File: src/hdl/tru_pkg.sv
// Package: request codes, operation classes, back-end states and the command record.
`timescale 1ns / 1ps

package tru_pkg;

  // Port widths fixed by the request and result formats
  localparam int TYPE_W  = 3;
  localparam int IDX_W   = 4;
  localparam int VALUE_W = 64;
  localparam int COUNT_W = 6;

  // Request codes as they arrive on req_type
  localparam logic [TYPE_W-1:0] REQ_READ  = 3'd0;
  localparam logic [TYPE_W-1:0] REQ_WRITE = 3'd1;
  localparam logic [TYPE_W-1:0] REQ_INC   = 3'd2;
  localparam logic [TYPE_W-1:0] REQ_DEC   = 3'd3;
  localparam logic [TYPE_W-1:0] REQ_ANDC  = 3'd4;
  localparam logic [TYPE_W-1:0] REQ_ORC   = 3'd5;

  // Trit codes
  localparam logic [1:0] TRIT_F = 2'b00;
  localparam logic [1:0] TRIT_U = 2'b01;
  localparam logic [1:0] TRIT_T = 2'b11;

  // Operation class chosen by the front end
  typedef enum logic [2:0] {
    OP_READ,
    OP_WRITE,
    OP_INC,
    OP_DEC,
    OP_AND_CNT,
    OP_OR_CNT,
    OP_BAD
  } op_t;

  // Back-end sequencer states
  typedef enum logic {
    BK_READ,
    BK_EXEC
  } back_state_t;

  // Classified request held in the command queue
  typedef struct packed {
    op_t               op;
    logic [IDX_W-1:0]  reg_a;
    logic [IDX_W-1:0]  reg_b;
    logic [VALUE_W-1:0] wdata;
  } cmd_t;

endpackage

File: src/hdl/tru_front.sv
// Front end: classifies a request and screens its register indexes.
`timescale 1ns / 1ps

module tru_front #(
  parameter int NUM_REGS = 16
) (
  input  logic [tru_pkg::TYPE_W-1:0]  req_type,
  input  logic [tru_pkg::IDX_W-1:0]   reg_a,
  input  logic [tru_pkg::IDX_W-1:0]   reg_b,
  input  logic [tru_pkg::VALUE_W-1:0] write_trits,
  output tru_pkg::cmd_t               cmd
);

  logic bad_a;
  logic bad_b;
  tru_pkg::op_t op;

  // Index range checks
  assign bad_a = {3'b000, reg_a} >= 7'(NUM_REGS);
  assign bad_b = {3'b000, reg_b} >= 7'(NUM_REGS);

  // Decode; unused codes behave as a read
  always_comb begin
    case (req_type)
      tru_pkg::REQ_WRITE: op = tru_pkg::OP_WRITE;
      tru_pkg::REQ_INC:   op = tru_pkg::OP_INC;
      tru_pkg::REQ_DEC:   op = tru_pkg::OP_DEC;
      tru_pkg::REQ_ANDC:  op = bad_b ? tru_pkg::OP_BAD : tru_pkg::OP_AND_CNT;
      tru_pkg::REQ_ORC:   op = bad_b ? tru_pkg::OP_BAD : tru_pkg::OP_OR_CNT;
      default:            op = tru_pkg::OP_READ;
    endcase
    if (bad_a) begin
      op = tru_pkg::OP_BAD;
    end
  end

  assign cmd.op    = op;
  assign cmd.reg_a = reg_a;
  assign cmd.reg_b = reg_b;
  assign cmd.wdata = write_trits;

endmodule

File: src/hdl/tru_cmdq.sv
// Two-entry command queue between the front end and the back end.
`timescale 1ns / 1ps

module tru_cmdq (
  input  logic          clk,
  input  logic          rst,
  input  logic          push,
  input  tru_pkg::cmd_t push_cmd,
  input  logic          pop,
  output tru_pkg::cmd_t head_cmd,
  output logic          full,
  output logic          empty
);

  localparam int DEPTH = 2;
  localparam int PTR_W = $clog2(DEPTH);

  tru_pkg::cmd_t      slots [DEPTH];
  logic [PTR_W-1:0]   wr_ptr;
  logic [PTR_W-1:0]   rd_ptr;
  logic [PTR_W:0]     fill;

  assign full     = fill == (PTR_W + 1)'(DEPTH);
  assign empty    = fill == '0;
  assign head_cmd = slots[rd_ptr];

  // Storage
  always_ff @(posedge clk) begin
    if (push) begin
      slots[wr_ptr] <= push_cmd;
    end
  end

  // Pointers and fill level
  always_ff @(posedge clk) begin
    if (rst) begin
      wr_ptr <= '0;
      rd_ptr <= '0;
      fill   <= '0;
    end else begin
      if (push) begin
        wr_ptr <= wr_ptr + 1'b1;
      end
      if (pop) begin
        rd_ptr <= rd_ptr + 1'b1;
      end
      case ({push, pop})
        2'b10:   fill <= fill + 1'b1;
        2'b01:   fill <= fill - 1'b1;
        default: fill <= fill;
      endcase
    end
  end

endmodule

File: src/hdl/tru_back.sv
// Back end: trit register file, increment/decrement and count units, result stages.
`timescale 1ns / 1ps

module tru_back #(
  parameter int NUM_REGS      = 16,
  parameter int TRITS_PER_REG = 32
) (
  input  logic                        clk,
  input  logic                        rst,
  input  logic                        q_empty,
  input  tru_pkg::cmd_t               q_head,
  output logic                        q_pop,
  output logic                        done,
  output logic [tru_pkg::VALUE_W-1:0] reg_value,
  output logic [tru_pkg::COUNT_W-1:0] true_count
);

  localparam int T   = TRITS_PER_REG;
  localparam int W   = 2 * TRITS_PER_REG;
  localparam int AW  = (NUM_REGS > 1) ? $clog2(NUM_REGS) : 1;
  localparam int NG  = (TRITS_PER_REG + 7) / 8;
  localparam logic [W-1:0] RESET_VAL = {TRITS_PER_REG{tru_pkg::TRIT_U}};

  // Register file with per-entry valid bits; invalid entries read as all U
  logic [W-1:0] mem [NUM_REGS];
  logic [NUM_REGS-1:0] vld;

  tru_pkg::back_state_t state, state_next;

  logic [AW-1:0] rd_addr_a;
  logic [AW-1:0] rd_addr_b;
  logic [W-1:0]  rd_a;
  logic [W-1:0]  rd_b;
  logic          rv_a;
  logic          rv_b;

  tru_pkg::op_t  ex_op;
  logic [AW-1:0] ex_addr;
  logic [W-1:0]  ex_wdata;

  logic [W-1:0]  a_val;
  logic [W-1:0]  b_val;
  logic [T-1:0]  a_is_t;
  logic [T-1:0]  a_is_f;
  logic [T-1:0]  b_is_t;
  logic [T:0]    inc_sum;
  logic [T:0]    dec_sum;
  logic [T-1:0]  inc_ch;
  logic [T-1:0]  dec_ch;
  logic [W-1:0]  inc_val;
  logic [W-1:0]  dec_val;
  logic [W-1:0]  new_val;
  logic          wr_en;
  logic [T-1:0]  hit;
  logic [NG*8-1:0] hit_pad;
  logic [3:0]    part [NG];

  logic          s1_valid;
  logic [W-1:0]  s1_val;
  logic [3:0]    s1_part [NG];
  logic [tru_pkg::COUNT_W-1:0] cnt_sum;

  assign rd_addr_a = AW'({3'b000, q_head.reg_a});
  assign rd_addr_b = AW'({3'b000, q_head.reg_b});

  // Sequencer: read the file, then execute and write back
  always_ff @(posedge clk) begin
    if (rst) begin
      state <= tru_pkg::BK_READ;
    end else begin
      state <= state_next;
    end
  end

  always_comb begin
    state_next = state;
    q_pop      = 1'b0;
    case (state)
      tru_pkg::BK_READ: begin
        if (!q_empty) begin
          q_pop      = 1'b1;
          state_next = tru_pkg::BK_EXEC;
        end
      end
      tru_pkg::BK_EXEC: begin
        state_next = tru_pkg::BK_READ;
      end
      default: begin
        state_next = tru_pkg::BK_READ;
      end
    endcase
  end

  // Registered file reads and command capture
  always_ff @(posedge clk) begin
    if (q_pop) begin
      rd_a     <= mem[rd_addr_a];
      rd_b     <= mem[rd_addr_b];
      rv_a     <= vld[rd_addr_a];
      rv_b     <= vld[rd_addr_b];
      ex_op    <= q_head.op;
      ex_addr  <= rd_addr_a;
      ex_wdata <= q_head.wdata[W-1:0];
    end
  end

  assign a_val = rv_a ? rd_a : RESET_VAL;
  assign b_val = rv_b ? rd_b : RESET_VAL;

  // Trit classes
  always_comb begin
    for (int i = 0; i < T; i++) begin
      a_is_t[i] = a_val[2*i +: 2] == tru_pkg::TRIT_T;
      a_is_f[i] = a_val[2*i +: 2] == tru_pkg::TRIT_F;
      b_is_t[i] = b_val[2*i +: 2] == tru_pkg::TRIT_T;
    end
  end

  // Ripple reach: all trits up to and including the first that absorbs the carry
  assign inc_sum = {1'b0, a_is_t} + (T + 1)'(1);
  assign dec_sum = {1'b0, a_is_f} + (T + 1)'(1);
  assign inc_ch  = inc_sum[T-1:0] ^ a_is_t;
  assign dec_ch  = dec_sum[T-1:0] ^ a_is_f;

  always_comb begin
    inc_val = a_val;
    dec_val = a_val;
    for (int i = 0; i < T; i++) begin
      if (inc_ch[i]) begin
        if (a_is_t[i]) begin
          inc_val[2*i +: 2] = tru_pkg::TRIT_F;
        end else if (a_is_f[i]) begin
          inc_val[2*i +: 2] = tru_pkg::TRIT_U;
        end else begin
          inc_val[2*i +: 2] = tru_pkg::TRIT_T;
        end
      end
      if (dec_ch[i]) begin
        if (a_is_f[i]) begin
          dec_val[2*i +: 2] = tru_pkg::TRIT_T;
        end else if (a_is_t[i]) begin
          dec_val[2*i +: 2] = tru_pkg::TRIT_U;
        end else begin
          dec_val[2*i +: 2] = tru_pkg::TRIT_F;
        end
      end
    end
  end

  // Result value and write enable
  always_comb begin
    wr_en   = 1'b0;
    new_val = a_val;
    case (ex_op)
      tru_pkg::OP_WRITE: begin
        new_val = ex_wdata;
        wr_en   = 1'b1;
      end
      tru_pkg::OP_INC: begin
        new_val = inc_val;
        wr_en   = 1'b1;
      end
      tru_pkg::OP_DEC: begin
        new_val = dec_val;
        wr_en   = 1'b1;
      end
      tru_pkg::OP_BAD: begin
        new_val = '0;
      end
      default: begin
        new_val = a_val;
      end
    endcase
    if (state != tru_pkg::BK_EXEC) begin
      wr_en = 1'b0;
    end
  end

  // Write port
  always_ff @(posedge clk) begin
    if (wr_en) begin
      mem[ex_addr] <= new_val;
    end
  end

  always_ff @(posedge clk) begin
    if (rst) begin
      vld <= '0;
    end else if (wr_en) begin
      vld[ex_addr] <= 1'b1;
    end
  end

  // Count: per-position match, then partial sums over groups of eight
  always_comb begin
    case (ex_op)
      tru_pkg::OP_AND_CNT: hit = a_is_t & b_is_t;
      tru_pkg::OP_OR_CNT:  hit = a_is_t | b_is_t;
      default:             hit = '0;
    endcase
  end

  assign hit_pad = (NG * 8)'(hit);

  always_comb begin
    for (int g = 0; g < NG; g++) begin
      part[g] = '0;
      for (int k = 0; k < 8; k++) begin
        part[g] = part[g] + 4'(hit_pad[g*8 + k]);
      end
    end
  end

  // Stage one: value and partial counts
  always_ff @(posedge clk) begin
    if (rst) begin
      s1_valid <= 1'b0;
    end else begin
      s1_valid <= state == tru_pkg::BK_EXEC;
    end
  end

  always_ff @(posedge clk) begin
    if (state == tru_pkg::BK_EXEC) begin
      s1_val  <= new_val;
      s1_part <= part;
    end
  end

  // Stage two: final count and result registers
  always_comb begin
    cnt_sum = '0;
    for (int g = 0; g < NG; g++) begin
      cnt_sum = cnt_sum + tru_pkg::COUNT_W'(s1_part[g]);
    end
  end

  always_ff @(posedge clk) begin
    if (rst) begin
      done <= 1'b0;
    end else begin
      done <= s1_valid;
    end
  end

  always_ff @(posedge clk) begin
    if (s1_valid) begin
      reg_value  <= tru_pkg::VALUE_W'(s1_val);
      true_count <= cnt_sum;
    end
  end

endmodule

File: src/hdl/ternary_register_unit.sv
// Top level: balanced-ternary register file unit with decoupled front and back ends.
// Path: a request passes the queue, the registered file read, stage one and the done register.
// The back end reads the file, then executes and writes back, before it takes the next request.
// A 2-entry command queue takes requests while the back end works; busy is high when it is full.
// Results are shown for one cycle on done; the receiver cannot stall them.
// Reset: synchronous; empties the queue and marks all registers as all-U, with no clearing pass.
`timescale 1ns / 1ps

module ternary_register_unit #(
  parameter int NUM_REGS      = 16,
  parameter int TRITS_PER_REG = 32
) (
  input  logic                        clk,
  input  logic                        rst,
  input  logic                        start,
  output logic                        busy,
  input  logic [tru_pkg::TYPE_W-1:0]  req_type,
  input  logic [tru_pkg::IDX_W-1:0]   reg_a,
  input  logic [tru_pkg::IDX_W-1:0]   reg_b,
  input  logic [tru_pkg::VALUE_W-1:0] write_trits,
  output logic                        done,
  output logic [tru_pkg::VALUE_W-1:0] reg_value,
  output logic [tru_pkg::COUNT_W-1:0] true_count
);

  tru_pkg::cmd_t front_cmd;
  tru_pkg::cmd_t head_cmd;
  logic          q_full;
  logic          q_empty;
  logic          q_pop;
  logic          push;

  assign busy = q_full;
  assign push = start && !q_full;

  tru_front #(
    .NUM_REGS (NUM_REGS)
  ) u_front (
    .req_type    (req_type),
    .reg_a       (reg_a),
    .reg_b       (reg_b),
    .write_trits (write_trits),
    .cmd         (front_cmd)
  );

  tru_cmdq u_cmdq (
    .clk      (clk),
    .rst      (rst),
    .push     (push),
    .push_cmd (front_cmd),
    .pop      (q_pop),
    .head_cmd (head_cmd),
    .full     (q_full),
    .empty    (q_empty)
  );

  tru_back #(
    .NUM_REGS      (NUM_REGS),
    .TRITS_PER_REG (TRITS_PER_REG)
  ) u_back (
    .clk        (clk),
    .rst        (rst),
    .q_empty    (q_empty),
    .q_head     (head_cmd),
    .q_pop      (q_pop),
    .done       (done),
    .reg_value  (reg_value),
    .true_count (true_count)
  );

endmodule

File: config.mk
export PLATFORM = sky130hd
export DESIGN_NAME = ternary_register_unit
export DESIGN_NICKNAME = d
export VERILOG_FILES = /design/src/hdl/tru_pkg.sv /design/src/hdl/tru_front.sv /design/src/hdl/tru_cmdq.sv /design/src/hdl/tru_back.sv /design/src/hdl/ternary_register_unit.sv
export SDC_FILE = /design/constraint.sdc
export NUM_CORES = 2
export LEC_CHECK = 0
export BUFFER_PORTS_ARGS = -buffer_cell sky130_fd_sc_hd__buf_4
export CAP_MARGIN = 20
export CORE_MARGIN = 2
export CORE_UTILIZATION = 50
export DETAILED_ROUTE_END_ITERATION = 10
export HOLD_SLACK_MARGIN = 0.12
export PLACE_DENSITY = 0.76
export SYNTH_ARGS = -nofsm -noshare
export SYNTH_HDL_FRONTEND = slang
export SYNTH_SLANG_ARGS = --single-unit
File: constraint.sdc
create_clock -name clk -period 11.3 [get_ports clk]
set_clock_uncertainty 0.2 [all_clocks]
set_input_delay 3.39 -clock clk [delete_from_list [all_inputs] [get_ports clk]]
set_output_delay 3.39 -clock clk [all_outputs]
set_load 0.005 [all_outputs]
==> results by group <==
Status
  • Result of the run: complete, no violations

Setup path
  • Critical path class: register to register
  • Top cell by count, worst path: fa_1
  • Arrival time of data at the critical path endpoint: 5670 ps
  • Critical Path Fanout Max: 24
  • Critical path cell sequence: buf_4 > nor2_1 > nand2_1 > buf_4 > o21ai_0 > nand4_1 > o21ai_0 > ha_1 > inv_1 > fa_1 > inv_1 > fa_1 > fa_1 > fa_1 > xor2_1
  • Required time worst endpoint: 11670 ps
  • Critical path startpoint category: register
  • Sort of element at the end of the critical path: register
  • Max incr delay on CP: 640 ps
  • Critical Path Slowest Stage Cell: nand2_1

Route
  • Total wirelength of the detailed-routed design: 221 mm
  • Via Count: 51600
  • WL/cell: 28.7 microns
  • Detailed-router iteration count before antenna repair: 7
  • Via density: 6.72
  • Detail Route Antenna Nets: 0
  • Number of violations reported at the end of detailed-routing iteration 0: 8586
  • Count of unresolved DRC violations after routing: 0

Synth
  • Number of instances in the synthesized netlist: 5607
  • Top cells by instance count after synthesis: edfxtp_1, nand2_1, nand3_1
  • Number of synthesized register bits: 1549
  • Number of synthesized flops with an enable pin: 1525
  • Leading area contributor after synthesis: edfxtp_1
  • Total of warnings raised by yosys: 0
  • Number of distinct library cell variants in the gate-level netlist after synthesis: around 90
  • Most common cell in the synthesized netlist: edfxtp_1
  • Proportion of synthesized flip-flops having asynchronous set or reset: 0%
  • Top cell type's share of synthesized area: 63.6%
  • Post-Syn Area: 71900 sq um
  • Leading register cell type out of synthesis: edfxtp_1
  • Avg Cell Area, Syn: between 10 and 15 sq um
  • Sequential-to-total area share from yosys stat: 64.3%
  • Syn nets: between 5000 and 6000
  • Cell types with the largest area share after synthesis: edfxtp_1, mux4_2, nand2_1, nand3_1, clkbuf_1

GRT
  • First-pass GRT wire length: approximately 320 mm
  • Vias in the first global route: 49400
  • Global-route total usage across every layer: 29.5%
  • Maximum number of pins on one net before global-route repair: 164
  • Number of antenna violations at the first check in global routing: 5
  • GR Overflow Total: 0

Clock tree
  • H-Tree Level Count: 4
  • Clock tree buffer depth: 3
  • Post-CTS sizing: 0
  • Clock-pin transition on the worst setup and hold timing paths: 60 ps
  • TritonCTS buffer count: 156
  • Post-CTS setup buffer count: 0
  • Clock latency on the worst-skew pair: about 800 ps
  • Root Buffer: clkbuf_16
  • TritonCTS Sinks: approximately 1500
  • TritonCTS clock tree: built
  • Cts-stage hold buffer count: 0

Die
  • Std cell rows: 139
  • Die width: 383 microns
  • IO Count: 150
  • Die ar.: around 150000 sq um
  • Initial cell density of the core: 50.2%
  • Area of the placeable core: 143000 sq um
  • Die Height: around 380 microns

Timing
  • Final Slew Violations: 0
  • Part of the cycle the worst path needs: a little under half
  • Slew of the pin with the lowest slew margin: about 1200 ps
  • Final setup violating endpoints: 0
  • Crit path time final: 5310 ps
  • Count of final hold-check violations: 0
  • Worst slew margin relative to its limit: between 20% and 30%
  • Unrepaired setup endpoints after global routing: no
  • Total negative setup slack: 0 ps
  • Achievable frequency: 188 MHz
  • Worst slack on hold paths: 209 ps

Placement
  • Detailed-placement wirelength estimate: 127 mm
  • Number of I/O port buffers: 149
  • Weighted congestion reported at the end of routability-driven placement: approximately 0.98

Flow run
  • Number of max-cap violations: 0

Worst hold path
  • Min-Delay Path Class: register to register

Layout
  • Fraction of final layout cells with drive strength greater than 1: 16.1%
  • Area used by sequential logic in the layout: 46300 sq um
  • Fill cell total of the finished layout: 11100
  • Total Nets Final: 5775
  • Area delta synth->final: 11.9%
  • Area used by multi-input combinational logic: around 24000 sq um

Power and ir drop
  • Power per cell area: 266 nW/um^2
  • Max IR drop VDD: ~0.25 mV
  • Post-layout power: 21.4 mW
  • Static power due to leakage: around 27 nW
-- metrics by stage --
step	cell area, sq um	setup slack [ps]	util (%)	std cells
finish	80500	5990	56.2	7684
global route	80500	5750	56.2	7683
CTS	80300	5740	56.1	7669
detailed placement	75200	5490	52.5	7379
global placement	75100	5490	52.4	7374
floorplan	71900	3350	-	5607
-- where the power goes --
part           switching, mW  internal, mW
registers              0.763          8.39
clock network           2.26          3.00
logic                   4.90          2.06
-- layout by cell type (no fill, tap or decap), types with 21 or more instances in the layout --
| cell type | netlist | routed |
|---|---|---|
| nor3_1 | 37 | 33 |
| fa_1 | 22 | 22 |
| a31oi_1 | 156 | 155 |
| nand3_1 | 596 | 596 |
| nor2_1 | 171 | 157 |
| clkbuf_1 | 354 | 26 |
| mux2_2 | 78 | 77 |
| a21oi_1 | 110 | 109 |
| nand4_1 | 44 | 44 |
| buf_4 | 4 | 290 |
| a311oi_1 | 130 | 130 |
| dfxtp_1 | 24 | 21 |
| and2_1 | 77 | 77 |
| nand2_1 | 1273 | 1272 |
| nand2b_1 | 30 | 30 |
| and3_1 | 75 | 74 |
| nor4_1 | 29 | 29 |
| o21ai_0 | 118 | 111 |
| a211oi_1 | 74 | 74 |
| clkbuf_16 | 0 | 159 |
| clkinv_1 | 1 | 34 |
| ha_1 | 27 | 27 |
| mux2i_1 | 31 | 23 |
| mux4_2 | 260 | 260 |
| clkinv_2 | 0 | 28 |
| edfxtp_1 | 1525 | 1525 |
| inv_1 | 66 | 64 |
-- area by class of cell --
| cell class | instances | share of cell area [%] |
|---|---|---|
| clock buffer | 187 | 5.10 |
| timing repair buffer | 303 | 3.01 |
| sequential | 1549 | 57.5 |
| tap | 1903 | 2.96 |
| antenna | 1 | 0.00311 |
| clock inverter | 103 | 1.31 |
| multi-input combinational | 3569 | 29.8 |
| inverter | 69 | 0.357 |
-- registers in the layout, summed over array words and instances (netlist names), 6 cells and up, named ones only --
register,flops
u_back.ex_wdata,64
u_back.mem,1024
u_back.rd_a,64
u_back.rd_b,64
u_back.reg_value,64
u_back.s1_part,16
u_back.s1_val,64
u_back.true_count,6
u_back.vld,16
u_cmdq.slots,150
-- routing by layer --
layer | wire, microns | share of wire [%] | global-route usage [%] | up-vias
met4 | 10400 | 4.7 | 13.3 | 0
met1 | 81500 | 37 | 40.9 | 25400
met5 | 0 | 0 | 0 | -
li1 | - | - | - | 21400
met2 | 99200 | 45 | 44.7 | 4091
met3 | 29600 | 13 | 6.63 | 694
-- cells by family after synthesis --
| logic type | share of synthesized area [%] |
|---|---|
| AND/OR/NAND/NOR | 15.0 |
| adder cells (fa/ha/maj) | 1.08 |
| buffers and inverters | 2.75 |
| multiplexers | 9.79 |
| AO/OA/AOI/OAI | 6.90 |
| XOR/XNOR | 0.183 |
| flip-flops | 64.3 |
-- critical path: cells and delay by family, from the launching register on --
family | cells | cell delay [ps]
XOR/XNOR | 1 | 150
adder cells (fa/ha/maj) | 5 | 1980
buffers and inverters | 4 | 860
AO/OA/AOI/OAI | 2 | 340
flip-flops | 1 | 350
AND/OR/NAND/NOR | 3 | 1160
-- final timing paths --
path | startpoint | to | slack, ps | cells past startpoint
max | u_back.ex_op[1]$_DFFE_PP_ | u_back.s1_part[10]$_DFFE_PP_ | 5990 | 15
min | u_back.s1_val[30]$_DFFE_PP_ | u_back.reg_value[30]$_DFFE_PP_ | 210 | 0
max reg2reg | u_back.ex_op[1]$_DFFE_PP_ | u_back.s1_part[10]$_DFFE_PP_ | 5990 | 15
min reg2reg | u_back.s1_val[30]$_DFFE_PP_ | u_back.reg_value[30]$_DFFE_PP_ | 210 | 0
Power figures use the tool's default switching activity.
